**config.mk**
```make
export PLATFORM = sky130hd
export DESIGN_NAME = sfla_gdiv
export DESIGN_NICKNAME = d
export VERILOG_FILES = /design/src/sfla_pkg.sv /design/src/sfla_gdiv.sv
export SDC_FILE = /design/constraint.sdc
export NUM_CORES = 1
export LEC_CHECK = 0
export CORE_AREA = 2 2 39 41
export CTS_CLUSTER_SIZE = 20
export DETAILED_ROUTE_END_ITERATION = 16
export DIE_AREA = 0 0 41 43
export DONT_BUFFER_PORTS = 1
export PLACE_DENSITY = 0.66
export RECOVER_POWER = 100
export SLEW_MARGIN = 0
export SYNTH_ARGS = -nofsm -noshare
export SYNTH_HDL_FRONTEND = slang
export SYNTH_SLANG_ARGS = --single-unit
```
**constraint.sdc**
```tcl
create_clock -name clk_i -period 0.8 [get_ports clk_i]
set_input_delay 0.16 -clock clk_i [delete_from_list [all_inputs] [get_ports clk_i]]
set_output_delay 0.16 -clock clk_i [all_outputs]
set_load 0.02 [all_outputs]
```
**src/sfla_pkg.sv**
```systemverilog
`default_nettype none

package sfla_pkg;

  localparam int unsigned HEAP_GRANULES_DEF = 1024;
  localparam int unsigned GRANULE_BYTES_DEF = 32;
  localparam int unsigned SMALL_CLASSES_DEF = 32;

  localparam int unsigned REQ_W   = 3;
  localparam int unsigned SIZE_W  = 16;
  localparam int unsigned ADDR_W  = 10;
  localparam int unsigned BYTES_W = 16;
  localparam int unsigned STAT_W  = 2;
  localparam int unsigned CFG_W   = 11;
  localparam int unsigned CFG_RST = 1024;

  localparam int unsigned APB_AW = 3;
  localparam int unsigned APB_DW = 32;
  localparam logic REG_GRANULES_IN_USE = 1'b0;

  typedef enum logic [REQ_W-1:0] {
    REQ_INIT    = 3'd0,
    REQ_ALLOC   = 3'd1,
    REQ_FREE    = 3'd2,
    REQ_MARK    = 3'd3,
    REQ_UNMARK  = 3'd4,
    REQ_SWEEP   = 3'd5,
    REQ_USAGE   = 3'd6
  } req_e;

  typedef enum logic [STAT_W-1:0] {
    RSP_OK       = 2'd0,
    RSP_NO_SPACE = 2'd1,
    RSP_INVALID  = 2'd2
  } rsp_status_e;

  typedef enum logic [1:0] {
    BS_FREE  = 2'd0,
    BS_ALLOC = 2'd1,
    BS_MARK  = 2'd2
  } blk_st_e;

endpackage

`default_nettype wire

```
**src/sfla_gdiv.sv**
```systemverilog
`default_nettype none

module sfla_gdiv import sfla_pkg::*; #(
  parameter int unsigned GRANULE_BYTES = GRANULE_BYTES_DEF,
  localparam int unsigned DW = $clog2(32'd65536 + GRANULE_BYTES)
) (
  input  wire logic              clk_i,
  input  wire logic              rst_ni,
  input  wire logic              start_i,
  input  wire logic [SIZE_W-1:0] size_i,
  output logic                   done_o,
  output logic [DW-1:0]          gran_o
);

  localparam int unsigned KW = DW + $clog2(GRANULE_BYTES);
  localparam int unsigned MW = DW + 2;
  localparam int unsigned PW = DW + MW;
  localparam longint unsigned RECIP =
    ((64'd1 << KW) + 64'(GRANULE_BYTES) - 64'd1) / 64'(GRANULE_BYTES);

  logic          done_q;
  logic [DW-1:0] quo_q;
  logic [DW-1:0] num;
  logic [PW-1:0] prod;

  // ceil(size / granule) by reciprocal multiply, exact for any DW-bit numerator
  assign num    = DW'(size_i) + DW'(GRANULE_BYTES - 1);
  assign prod   = PW'(num) * PW'(RECIP);
  assign done_o = done_q;
  assign gran_o = quo_q;

  always_ff @(posedge clk_i or negedge rst_ni) begin
    if (!rst_ni) done_q <= 1'b0;
    else done_q <= start_i;
  end

  always_ff @(posedge clk_i) begin
    if (start_i) quo_q <= DW'(prod >> KW);
  end

endmodule

`default_nettype wire

```
Word-level counts from Yosys, hierarchy flattened
Index checks and enable logic that the tools add are counted.
{"block": "totals", "elab_cells": 3, "regBits": 13, "out_inout_bits": 18, "inputBits": 19}
{"block": "op_classes", "n_addsub": 1}
{"op": "adder 16 x 5 -> 17 bit, second input constant", "n": 1}

Logic depth before layout (Yosys ltp)
Gate-level depths: netlist of the first run.
{"block": "depth", "ltp_word": 1, "ltp_mapped": 5, "depth_no_buf": 4}

Least setup slack after synthesis of the first run
No wires, ideal clock.
{"block": "synth_path", "path_kind": "in2reg", "startpoint": "in size_i[3]", "endpoint": "reg quo_q[5], in the netlist gran_o[5] (data pin)", "arrival_time_ns": 1.147, "setup_ns": 0.258, "n_path_buf": 1, "slack_ns": -0.604, "t_required_ns": 0.542, "cell_stages": 5, "path_cell_list": "or4_4 -> o21a_1 -> buf_6 -> nand3_1 -> xnor2_1"}
{"block": "synth_via", "elab_chain_len": 1}
{"element": "from (decl)", "line": "sfla_gdiv.sv:10", "rtl": "input wire logic [SIZE_W-1:0] size_i,"}
{"element": "adder 16 x 5 -> 17 bit", "line": "sfla_gdiv.sv:27", "rtl": "assign num = DW'(size_i) + DW'(GRANULE_BYTES - 1);"}
{"element": "net num[10]", "line": "sfla_gdiv.sv:23", "rtl": "logic [DW-1:0] num;"}
{"element": "to (signal assigned)", "line": "sfla_gdiv.sv:38", "rtl": "if (start_i) quo_q <= DW'(prod >> KW);"}
{"element": "to (decl)", "line": "sfla_gdiv.sv:22", "rtl": "logic [DW-1:0] quo_q;"}
The timed path passes the listed nets, and every way through them passes these cells.
A chain may end at the register's enable or synchronous reset.

Worst setup path in the final report of the first run
{"block": "layout_path", "startpoint": "in size_i[3]", "endpoint": "reg quo_q[9], in the netlist gran_o[9] (data pin)"}
The elaborated chain is that of the path after synthesis.

==> impl_metrics.toml, run 1 <==
[status]
outcome = "finished, violations left"
violations = "negative hold slack, negative setup slack"

[final_layout]
fillers = 123
ff_latch_area_um2 = 387
area_delta_synth_final_pct = 7.47
final_layout_size_suffix_gt1_share_pct = 18.9
layout_commonest_cell = "edfxtp_1"
multi_input_area_um2 = 234
nNetsFinal = 73
n_antenna_cell = 0
mostFrequentLayoutCells = "edfxtp_1, xnor2_1, conb_1"

[clocking]
cts-root-buf = "clkbuf_4"
cts_buffer_depth = 2
cts.sinks = 13
h-tree-depth = 1
cts_tree = "yes"
cts_made_buffers = 3
hold_buffers = 1
clkTransAtPathRegs_ns = 0.07

[grt]
use_met1_pct = 16.2
grt_max_degree = 14
busiest_layer = "met1"
first_global_vias = 323
grtUsageTotal_pct = 11.4
grt_first_pass_wirelength_mm = 1.34
antenna_found_initial = 0
use_met3_pct = 1.05
met2_usage_pct = 14.7
grt_overflow_total = 0

[power]
power.total_mw = 1.37
power_density_mw_per_mm2 = 2000
leakagePower_nw = 0.239
vdd_drop_max_mv = 0.666

[placement]
hpwl_um = 703
port_buffers = 0
dp_slack_ns = -0.723
gp_congestion = 0.716

[detailed_routing]
ant_nets = 0
wl_um = 924
drt_iter0_markers = 9
viasPerCell = 5.13
wire_per_inst_um = 13.4
vias = 354
drc = 0
dr.pass1.iters = 4

[worst_setup_path]
critPathSlowestCell = "or4_4"
worstSetupEndpointType = "flip-flop"
cpPeakStageDelay_ns = 0.53
cp-start-kind = "primary input"
startpoint = "size_i[3]"
cp.arrival_ns = 1.14
path_cells = "or4_4, o21a_4, nand4_1, xnor2_1"
crit_fanout = 6
critPathKind = "primary input to flip-flop"
cp.required_ns = 0.82

[yosys]
synthCells = 48
synth_warnings = 0
synth_area_um2 = 637
ys_seq_area_share_pct = 60.5
synth_cell_types = 18
avgSynthCellArea_um2 = 13.3
synth.ff_latch_count = 13

[floorplanning]
die_h_um = 43
dieWidth_um = 41
fp-row-count = 14
dieArea_mm2 = 0.00176
num_io_pins = 37
coreArea_mm2 = 0.00138
initial_core_util_pct = 46.0

[hold_path]
holdPathStages = 0
min_from = "start_i"
hold_path_class = "primary input to flip-flop"

[sta]
whs_ns = -0.0791
rsz0062_at_grt = "true"
hold_viol_final = 1
period_share_pct = 139
setup_viol = 25
setup_slack_ns = -0.316
fin_crit_ns = 1.12
timing.fmax_mhz = 896
slew_violations = 0
tns_ns = -4.64

[flow_run]
cap_violations = 0
[power by group]
group          switching [mW]  internal, mW
clock                   0.176         0.193
combinational          0.0516        0.0439
sequential             0.0905         0.814
[layout make-up]
cell class,count,share of cell area [%]
timing repair buffer,2,2.56
clock buffer,4,3.84
tap,16,2.93
multi-input combinational,34,34.2
sequential,13,56.5
[sequential cells by signal, summed over array words and instances (netlist names)]
register,count
gran_o,12
done_o,1
[Yosys cell counts]
library cell  instances  area (um2)
edfxtp_1             12         360
xnor2_1               9        78.8
buf_4                 5        37.5
nand2_1               4        15.0
nand3_1               3        15.0
and3_1                2        12.5
nor2_1                2        7.51
and4_1                1        8.76
buf_6                 1        11.3
conb_1                1        3.75
dfrtp_1               1        25.0
nand3_2               1        10.0
nand4_1               1        6.26
nand4_2               1        12.5
nor3_1                1        5.00
o21a_1                1        7.51
or4_4                 1        11.3
xor2_1                1        8.76
[through the flow]
| stage | utilization, % | instance area (um2) | instances | hold WS, ns |
|---|---|---|---|---|
| detailed placement | 45.6 | 631 | 63 | -0.136 |
| CTS | 49.4 | 683 | 69 | -0.0939 |
| global placement | 45.6 | 631 | 63 | -0.136 |
| finish | 49.5 | 684 | 69 | -0.0791 |
| global route | 49.5 | 684 | 69 | -0.0966 |
| floorplan | - | 652 | 52 | -0.136 |
[kinds of logic after synthesis]
family,share of synthesized area (%)
compound gates,1.18
other cells,0.589
flops,60.5
xor+xnor,13.8
buf+inv,7.66
simple gates,16.3
[repair_timing]
action	in CTS	in global routing
resized for setup	2	1
gates cloned	1	0
hold endpoints to repair	14	13
pin swaps	3	3
buffers inserted	0	0
setup endpoints to repair	25	25
[worst max-delay path, delay by kind of cell]
kind,cells,cell delay [ns]
simple gates,2,0.66
compound gates,1,0.24
xor+xnor,1,0.07
[path summary, 6_finish.rpt]
check	end	slack, ns
setup / recovery	gran_o[9]	-0.32
hold / removal	done_o	-0.08
max in group asynchronous	done_o	0.58
min in group asynchronous	done_o	0.11
[per-layer routing]
layer | share of wire (%) | vias to the layer above
li1 | - | 175
met1 | 41 | 149
met2 | 47 | 28
met3 | 10 | 2
met4 | 1.5 | 0
met5 | 0 | -
Note: power is estimated with default switching activity, not from simulation.
==> run 2, diff against run 1 <==
--- a/config.mk
+++ b/config.mk
@@ -5,12 +5,12 @@
 export SDC_FILE = /design/constraint.sdc
 export NUM_CORES = 1
 export LEC_CHECK = 0
-export CORE_AREA = 2 2 39 41
+export ABC_AREA = 1
+export BUFFER_PORTS_ARGS = -buffer_cell sky130_fd_sc_hd__buf_2
+export CORE_UTILIZATION = 47
 export CTS_CLUSTER_SIZE = 20
 export DETAILED_ROUTE_END_ITERATION = 16
-export DIE_AREA = 0 0 41 43
-export DONT_BUFFER_PORTS = 1
-export PLACE_DENSITY = 0.66
+export PLACE_DENSITY = 0.84
 export RECOVER_POWER = 100
 export SLEW_MARGIN = 0
 export SYNTH_ARGS = -nofsm -noshare
==> run 2 against run 1 <==
Against the previous run: the run ends with negative setup slack left; die area is 0.68% higher; combinational power rose to 4.4 times the previous value; via count rose by 110%; count of clock-buffer cells in the layout did not move; final cell count is 110% higher; critical path depth fell by 3; critical path type is now flip-flop to output pin; largest power group unchanged; highest routed layer unchanged.
==> impl_metrics.toml, run 2 <==
[floorplanning]
dieWidth_um = 42.1
fp-row-count = 14
dieArea_mm2 = 0.00177
num_io_pins = 37
die_h_um = 42.1
coreArea_mm2 = 0.00151
initial_core_util_pct = 50.2

[worst_setup_path]
path_delay_family = "flip-flops"
crit_fanout = 1
cp-start-kind = "flip-flop"
cp.required_ns = 0.64
worstSetupEndpointType = "output pin"
cpPeakStageDelay_ns = 0.40
critPathSlowestCell = "edfxtp_1"
worst-path-buf-inv = 1
critPathKind = "flip-flop to output pin"
cp.arrival_ns = 0.82
path_cells = "buf_6"

[sta]
slew_headroom_pct = 56.1
setup_slack_ns = -0.178
setup_viol = 14
max_slew.worst_pin.slew_ns = 0.658
period_share_pct = 122
timing.fmax_mhz = 1020
fin_crit_ns = 0.978
whs_ns = 0.211
slew_violations = 0
hold_viol_final = 0
rsz0062_at_grt = "true"

[yosys]
synth.ff_latch_count = 13
netlist_top_cells_area = "edfxtp_1, nand2_1, nor2_1, buf_4, inv_1"
avgSynthCellArea_um2 = 8.70
synth-edff-count = 12
yosysMostFrequentCell = "nand2_1"
synth.largest_area_cell = "edfxtp_1"
synth-main-ff-cell = "edfxtp_1"
ys_seq_area_share_pct = 50.9
synth_cell_types = 19
synthCells = 87
synth_warnings = 0
synth_largest_type_area_fraction_pct = 47.6
synthArstFlopShare_pct = 7.69
synth_area_um2 = 757
synth_commonest_cells = "nand2_1, edfxtp_1, nor2_1"

[hold_path]
hold_path_class = "primary input to async pin"

[clocking]
cts.sinks = 13
cts_made_buffers = 3
cts_setup_buffers = 0
cts_buffer_depth = 2
clkTransAtPathRegs_ns = 0.08
cts_tree = "yes"
cts-root-buf = "clkbuf_4"
h-tree-depth = 1

[placement]
hpwl_mm = 1.27
gp_congestion = 0.842
placed_cell_area_mm2 = 0.00101
port_buffers = 31

[power]
p_switching_mw = 0.465
leakagePower_nw = 0.531
power_density_mw_per_mm2 = 1460
clock_power_share_pct = 24.1
switching_share_pct = 28.2
power.internal_mw = 1.18
vdd_drop_max_mv = 0.861
combPwrFrac_pct = 25.6
seqPwrFrac_pct = 50.2

[final_layout]
largest_reg_flops = 12
fillers = 107
nNetsFinal = 152
final_layout_size_suffix_gt1_share_pct = 46.2
final_area_mm2 = 0.00113
mostFrequentLayoutCells = "nand2_1, buf_2, edfxtp_1"
area_delta_synth_final_pct = 48.8
n_antenna_cell = 0

[detailed_routing]
viasPerCell = 4.95
dr.pass1.iters = 4
wl_mm = 1.72
vias = 733
drt_iter0_markers = 21
wire_per_inst_um = 11.6
drc = 0
ant_nets = 0

[grt]
first_global_vias = 631
grtUsageTotal_pct = 19.0
grt_first_pass_wirelength_mm = 2.53
antenna_found_initial = 0
grt_overflow_total = 0
grt_max_degree = 14

[status]
violations = "negative setup slack"
outcome = "finished, violations left"

[flow_run]
cap_violations = 0
-- run 2: area by class of cell --
cell class | count | area, um2 | share of cell area, %
inverters | 10 | 37.5 | 3.33
multi-input cells | 62 | 350 | 31.1
well taps | 16 | 20.0 | 1.78
flip-flops and latches | 13 | 385 | 34.2
clock buffers | 4 | 26.3 | 2.33
repair buffers | 43 | 307 | 27.2
-- run 2: through the flow --
step / utilization (%) / total power, mW / setup TNS [ns] / setup WS, ns / std cells
after global placement: 67.3 / 1.18 / -2.59 / -0.260 / 142
final: 74.8 / 1.65 / -2.06 / -0.178 / 148
after CTS: 70.3 / 1.60 / -2.15 / -0.193 / 147
after floorplan: - / 1.04 / -0.545 / -0.0974 / 91
after detailed placement: 67.3 / 1.20 / -3.01 / -0.311 / 142
after global routing: 74.8 / 1.72 / -2.83 / -0.213 / 148
-- run 2: layer usage --
metal	routed length (um)	part of all wire, %	global-route usage [%]	vias up
met1	671	39	22.6	321
met2	911	53	32.8	47
met5	0	0	0	-
li1	-	-	-	361
met4	34	2.0	11.3	0
met3	104	6.0	2.16	4
-- run 2: timing repair --
item                                    4_1_cts  5_1_grt
endpoints found under the setup margin       15       21
cloned                                        0        1
gates resized for setup                       3       24
pin swaps                                     0        4
hold buffers                                  1        0
hold endpoints to repair                      1        0
-- run 2: power groups by stage --
stage	sequential, mW	combinational (mW)	clock (mW)
floorplan	0.910	0.135	0
global placement	0.830	0.355	0
detailed placement	0.834	0.365	0
CTS	0.819	0.374	0.403
global route	0.833	0.451	0.441
finish	0.828	0.423	0.398
-- run 2: cell families after synthesis --
group                  Yosys count  synth area share (%)
AND/OR/NAND/NOR                 50                  30.7
buffers and inverters           16                  10.6
flip-flops                      13                  50.9
XOR/XNOR                         4                  4.63
AO/OA/AOI/OAI                    3                  2.64
other                            1                 0.495
-- run 2: worst paths after layout --
kind / endpoint / cells after the start / from
max: gran_o[3] / 1 / gran_o[3]
min: done_o / 2 / rst_ni
min in group clk_i: gran_o[8] / 3 / size_i[13]
max in group asynchronous: done_o / 2 / rst_ni
==> run 3, diff against run 2 <==
--- a/config.mk
+++ b/config.mk
@@ -5,12 +5,12 @@
 export SDC_FILE = /design/constraint.sdc
 export NUM_CORES = 1
 export LEC_CHECK = 0
-export ABC_AREA = 1
+export ABC_AREA = 0
 export BUFFER_PORTS_ARGS = -buffer_cell sky130_fd_sc_hd__buf_2
-export CORE_UTILIZATION = 47
+export CORE_UTILIZATION = 44
 export CTS_CLUSTER_SIZE = 20
 export DETAILED_ROUTE_END_ITERATION = 16
-export PLACE_DENSITY = 0.84
+export PLACE_DENSITY = 0.83
 export RECOVER_POWER = 100
 export SLEW_MARGIN = 0
 export SYNTH_ARGS = -nofsm -noshare
==> run 3 against run 2 <==
Against the previous run: the run still ends with negative setup slack left; final cell count decreased by 28%; power decreased by 3.8%; core utilization increased by 0.65 points; worst setup slack got worse by 0.22 ns; maximum frequency decreased by 18%; first-iteration DRC count decreased by 76%; largest cell class unchanged; highest routed layer is now met3.
==> impl_metrics.toml, run 3 (synthesis results as in run 1) <==
[hold_path]
hold_path_class = "primary input to async pin"

[grt]
grt_max_degree = 14
use_met3_pct = 1.67
met2_usage_pct = 29.8
first_global_vias = 449
grt_overflow_total = 0
grtUsageTotal_pct = 16.6
grt_first_pass_wirelength_mm = 1.77
antenna_found_initial = 0
busiest_layer = "met2"
use_met1_pct = 19.5

[sta]
fin_crit_ns = 1.19
timing.fmax_mhz = 838
period_share_pct = 149
setup_viol = 25
hold_viol_final = 0
slew_violations = 0
setup_slack_ns = -0.393
max_slew.worst_pin.slew_ns = 0.664
slew_headroom_pct = 55.8
tns_ns = -6.20
rsz0062_at_grt = "true"

[worst_setup_path]
cp.arrival_ns = 1.21
cp-start-kind = "primary input"
cp.required_ns = 0.82
worstSetupEndpointType = "flip-flop"
startpoint = "size_i[3]"
critPathKind = "primary input to flip-flop"
crit_fanout = 6

[detailed_routing]
ant_nets = 0
dr.pass1.iters = 4
viasPerCell = 4.69
drc = 0
vias = 502
drt_iter0_markers = 5
wire_per_inst_um = 10.7
wl_mm = 1.15

[floorplanning]
dieWidth_um = 40.0
fp-row-count = 13
coreArea_mm2 = 0.00132
dieArea_mm2 = 0.00160
die_h_um = 40.0
initial_core_util_pct = 48.3
num_io_pins = 37

[power]
power_density_mw_per_mm2 = 1600
leakagePower_nw = 0.441
power.total_mw = 1.59
vdd_drop_max_mv = 0.656

[final_layout]
largest_reg_flops = 12
finalNonFillerCells = 107
layout_commonest_cell = "buf_2"
mostFrequentLayoutCells = "buf_2, edfxtp_1, buf_6"
n_antenna_cell = 0
nNetsFinal = 112
area_delta_synth_final_pct = 56.0
final_core_util_pct = 75.4
final_layout_size_suffix_gt1_share_pct = 57.6

[clocking]
cts_tree = "yes"
h-tree-depth = 1
cts_buffer_depth = 2
cts-root-buf = "clkbuf_4"
cts.sinks = 13
clkTransAtPathRegs_ns = 0.07
cts_made_buffers = 3
cts_setup_buffers = 0

[status]
outcome = "finished, violations left"
violations = "negative setup slack"

[flow_run]
cap_violations = 0

[placement]
place_inst = 101
gp_congestion = 0.785
port_buffers = 31
hpwl_um = 885
[run 3: cell types whose count changed in the layout (fill, tap and decap cells not counted), sizes merged, moves of 7 or more]
cell   previous run  this run
xnor2             2         9
nand2            27         4
inv              10         0
nor2             13         2
[run 3: layer usage]
| metal | share of wire (%) | routed length (um) |
|---|---|---|
| met5 | 0 | 0 |
| met1 | 40 | 461 |
| met2 | 52 | 599 |
| met3 | 7.4 | 85 |
| met4 | 0 | 0 |
[run 3: metrics by stage]
step / hold slack (ns) / setup WS [ns] / area, um2
floorplan: -0.136 / -0.604 / 652
global placement: -0.0658 / -0.797 / 845
detailed placement: -0.0637 / -0.819 / 845
CTS: 0.160 / -0.401 / 935
global route: 0.198 / -0.416 / 993
finish: 0.192 / -0.393 / 993
[run 3: final timing paths]
kind	end	slack (ns)	cells after the start
max	gran_o[9]	-0.39	5
min in group clk_i	gran_o[9]	0.22	2
min	done_o	0.19	2
max in group asynchronous	done_o	0.53	2
[run 3: area by class of cell]
type,count,area (um2)
Multi-Input combinational cell,34,269
Tap cell,15,18.8
Timing Repair Buffer,41,294
Fill cell,84,324
Clock buffer,4,26.3
Sequential cell,13,385
[run 3: critical path, cell delays in order]
cell     delay, ns
buf_6         0.09
or4_4         0.54
o21a_4        0.25
nand4_1       0.11
xnor2_1       0.07
[run 3: power by group]
part | switching [mW] | internal (mW)
sequential | 0.0197 | 0.808
clock | 0.181 | 0.193
combinational | 0.196 | 0.188
[run 3: repair_timing]
item,4_1_cts,5_1_grt
endpoints found under the hold margin,1,0
endpoints found under the setup margin,25,25
cloned,1,0
pin swaps,5,2
gates resized for setup,9,18
hold buffers,1,0
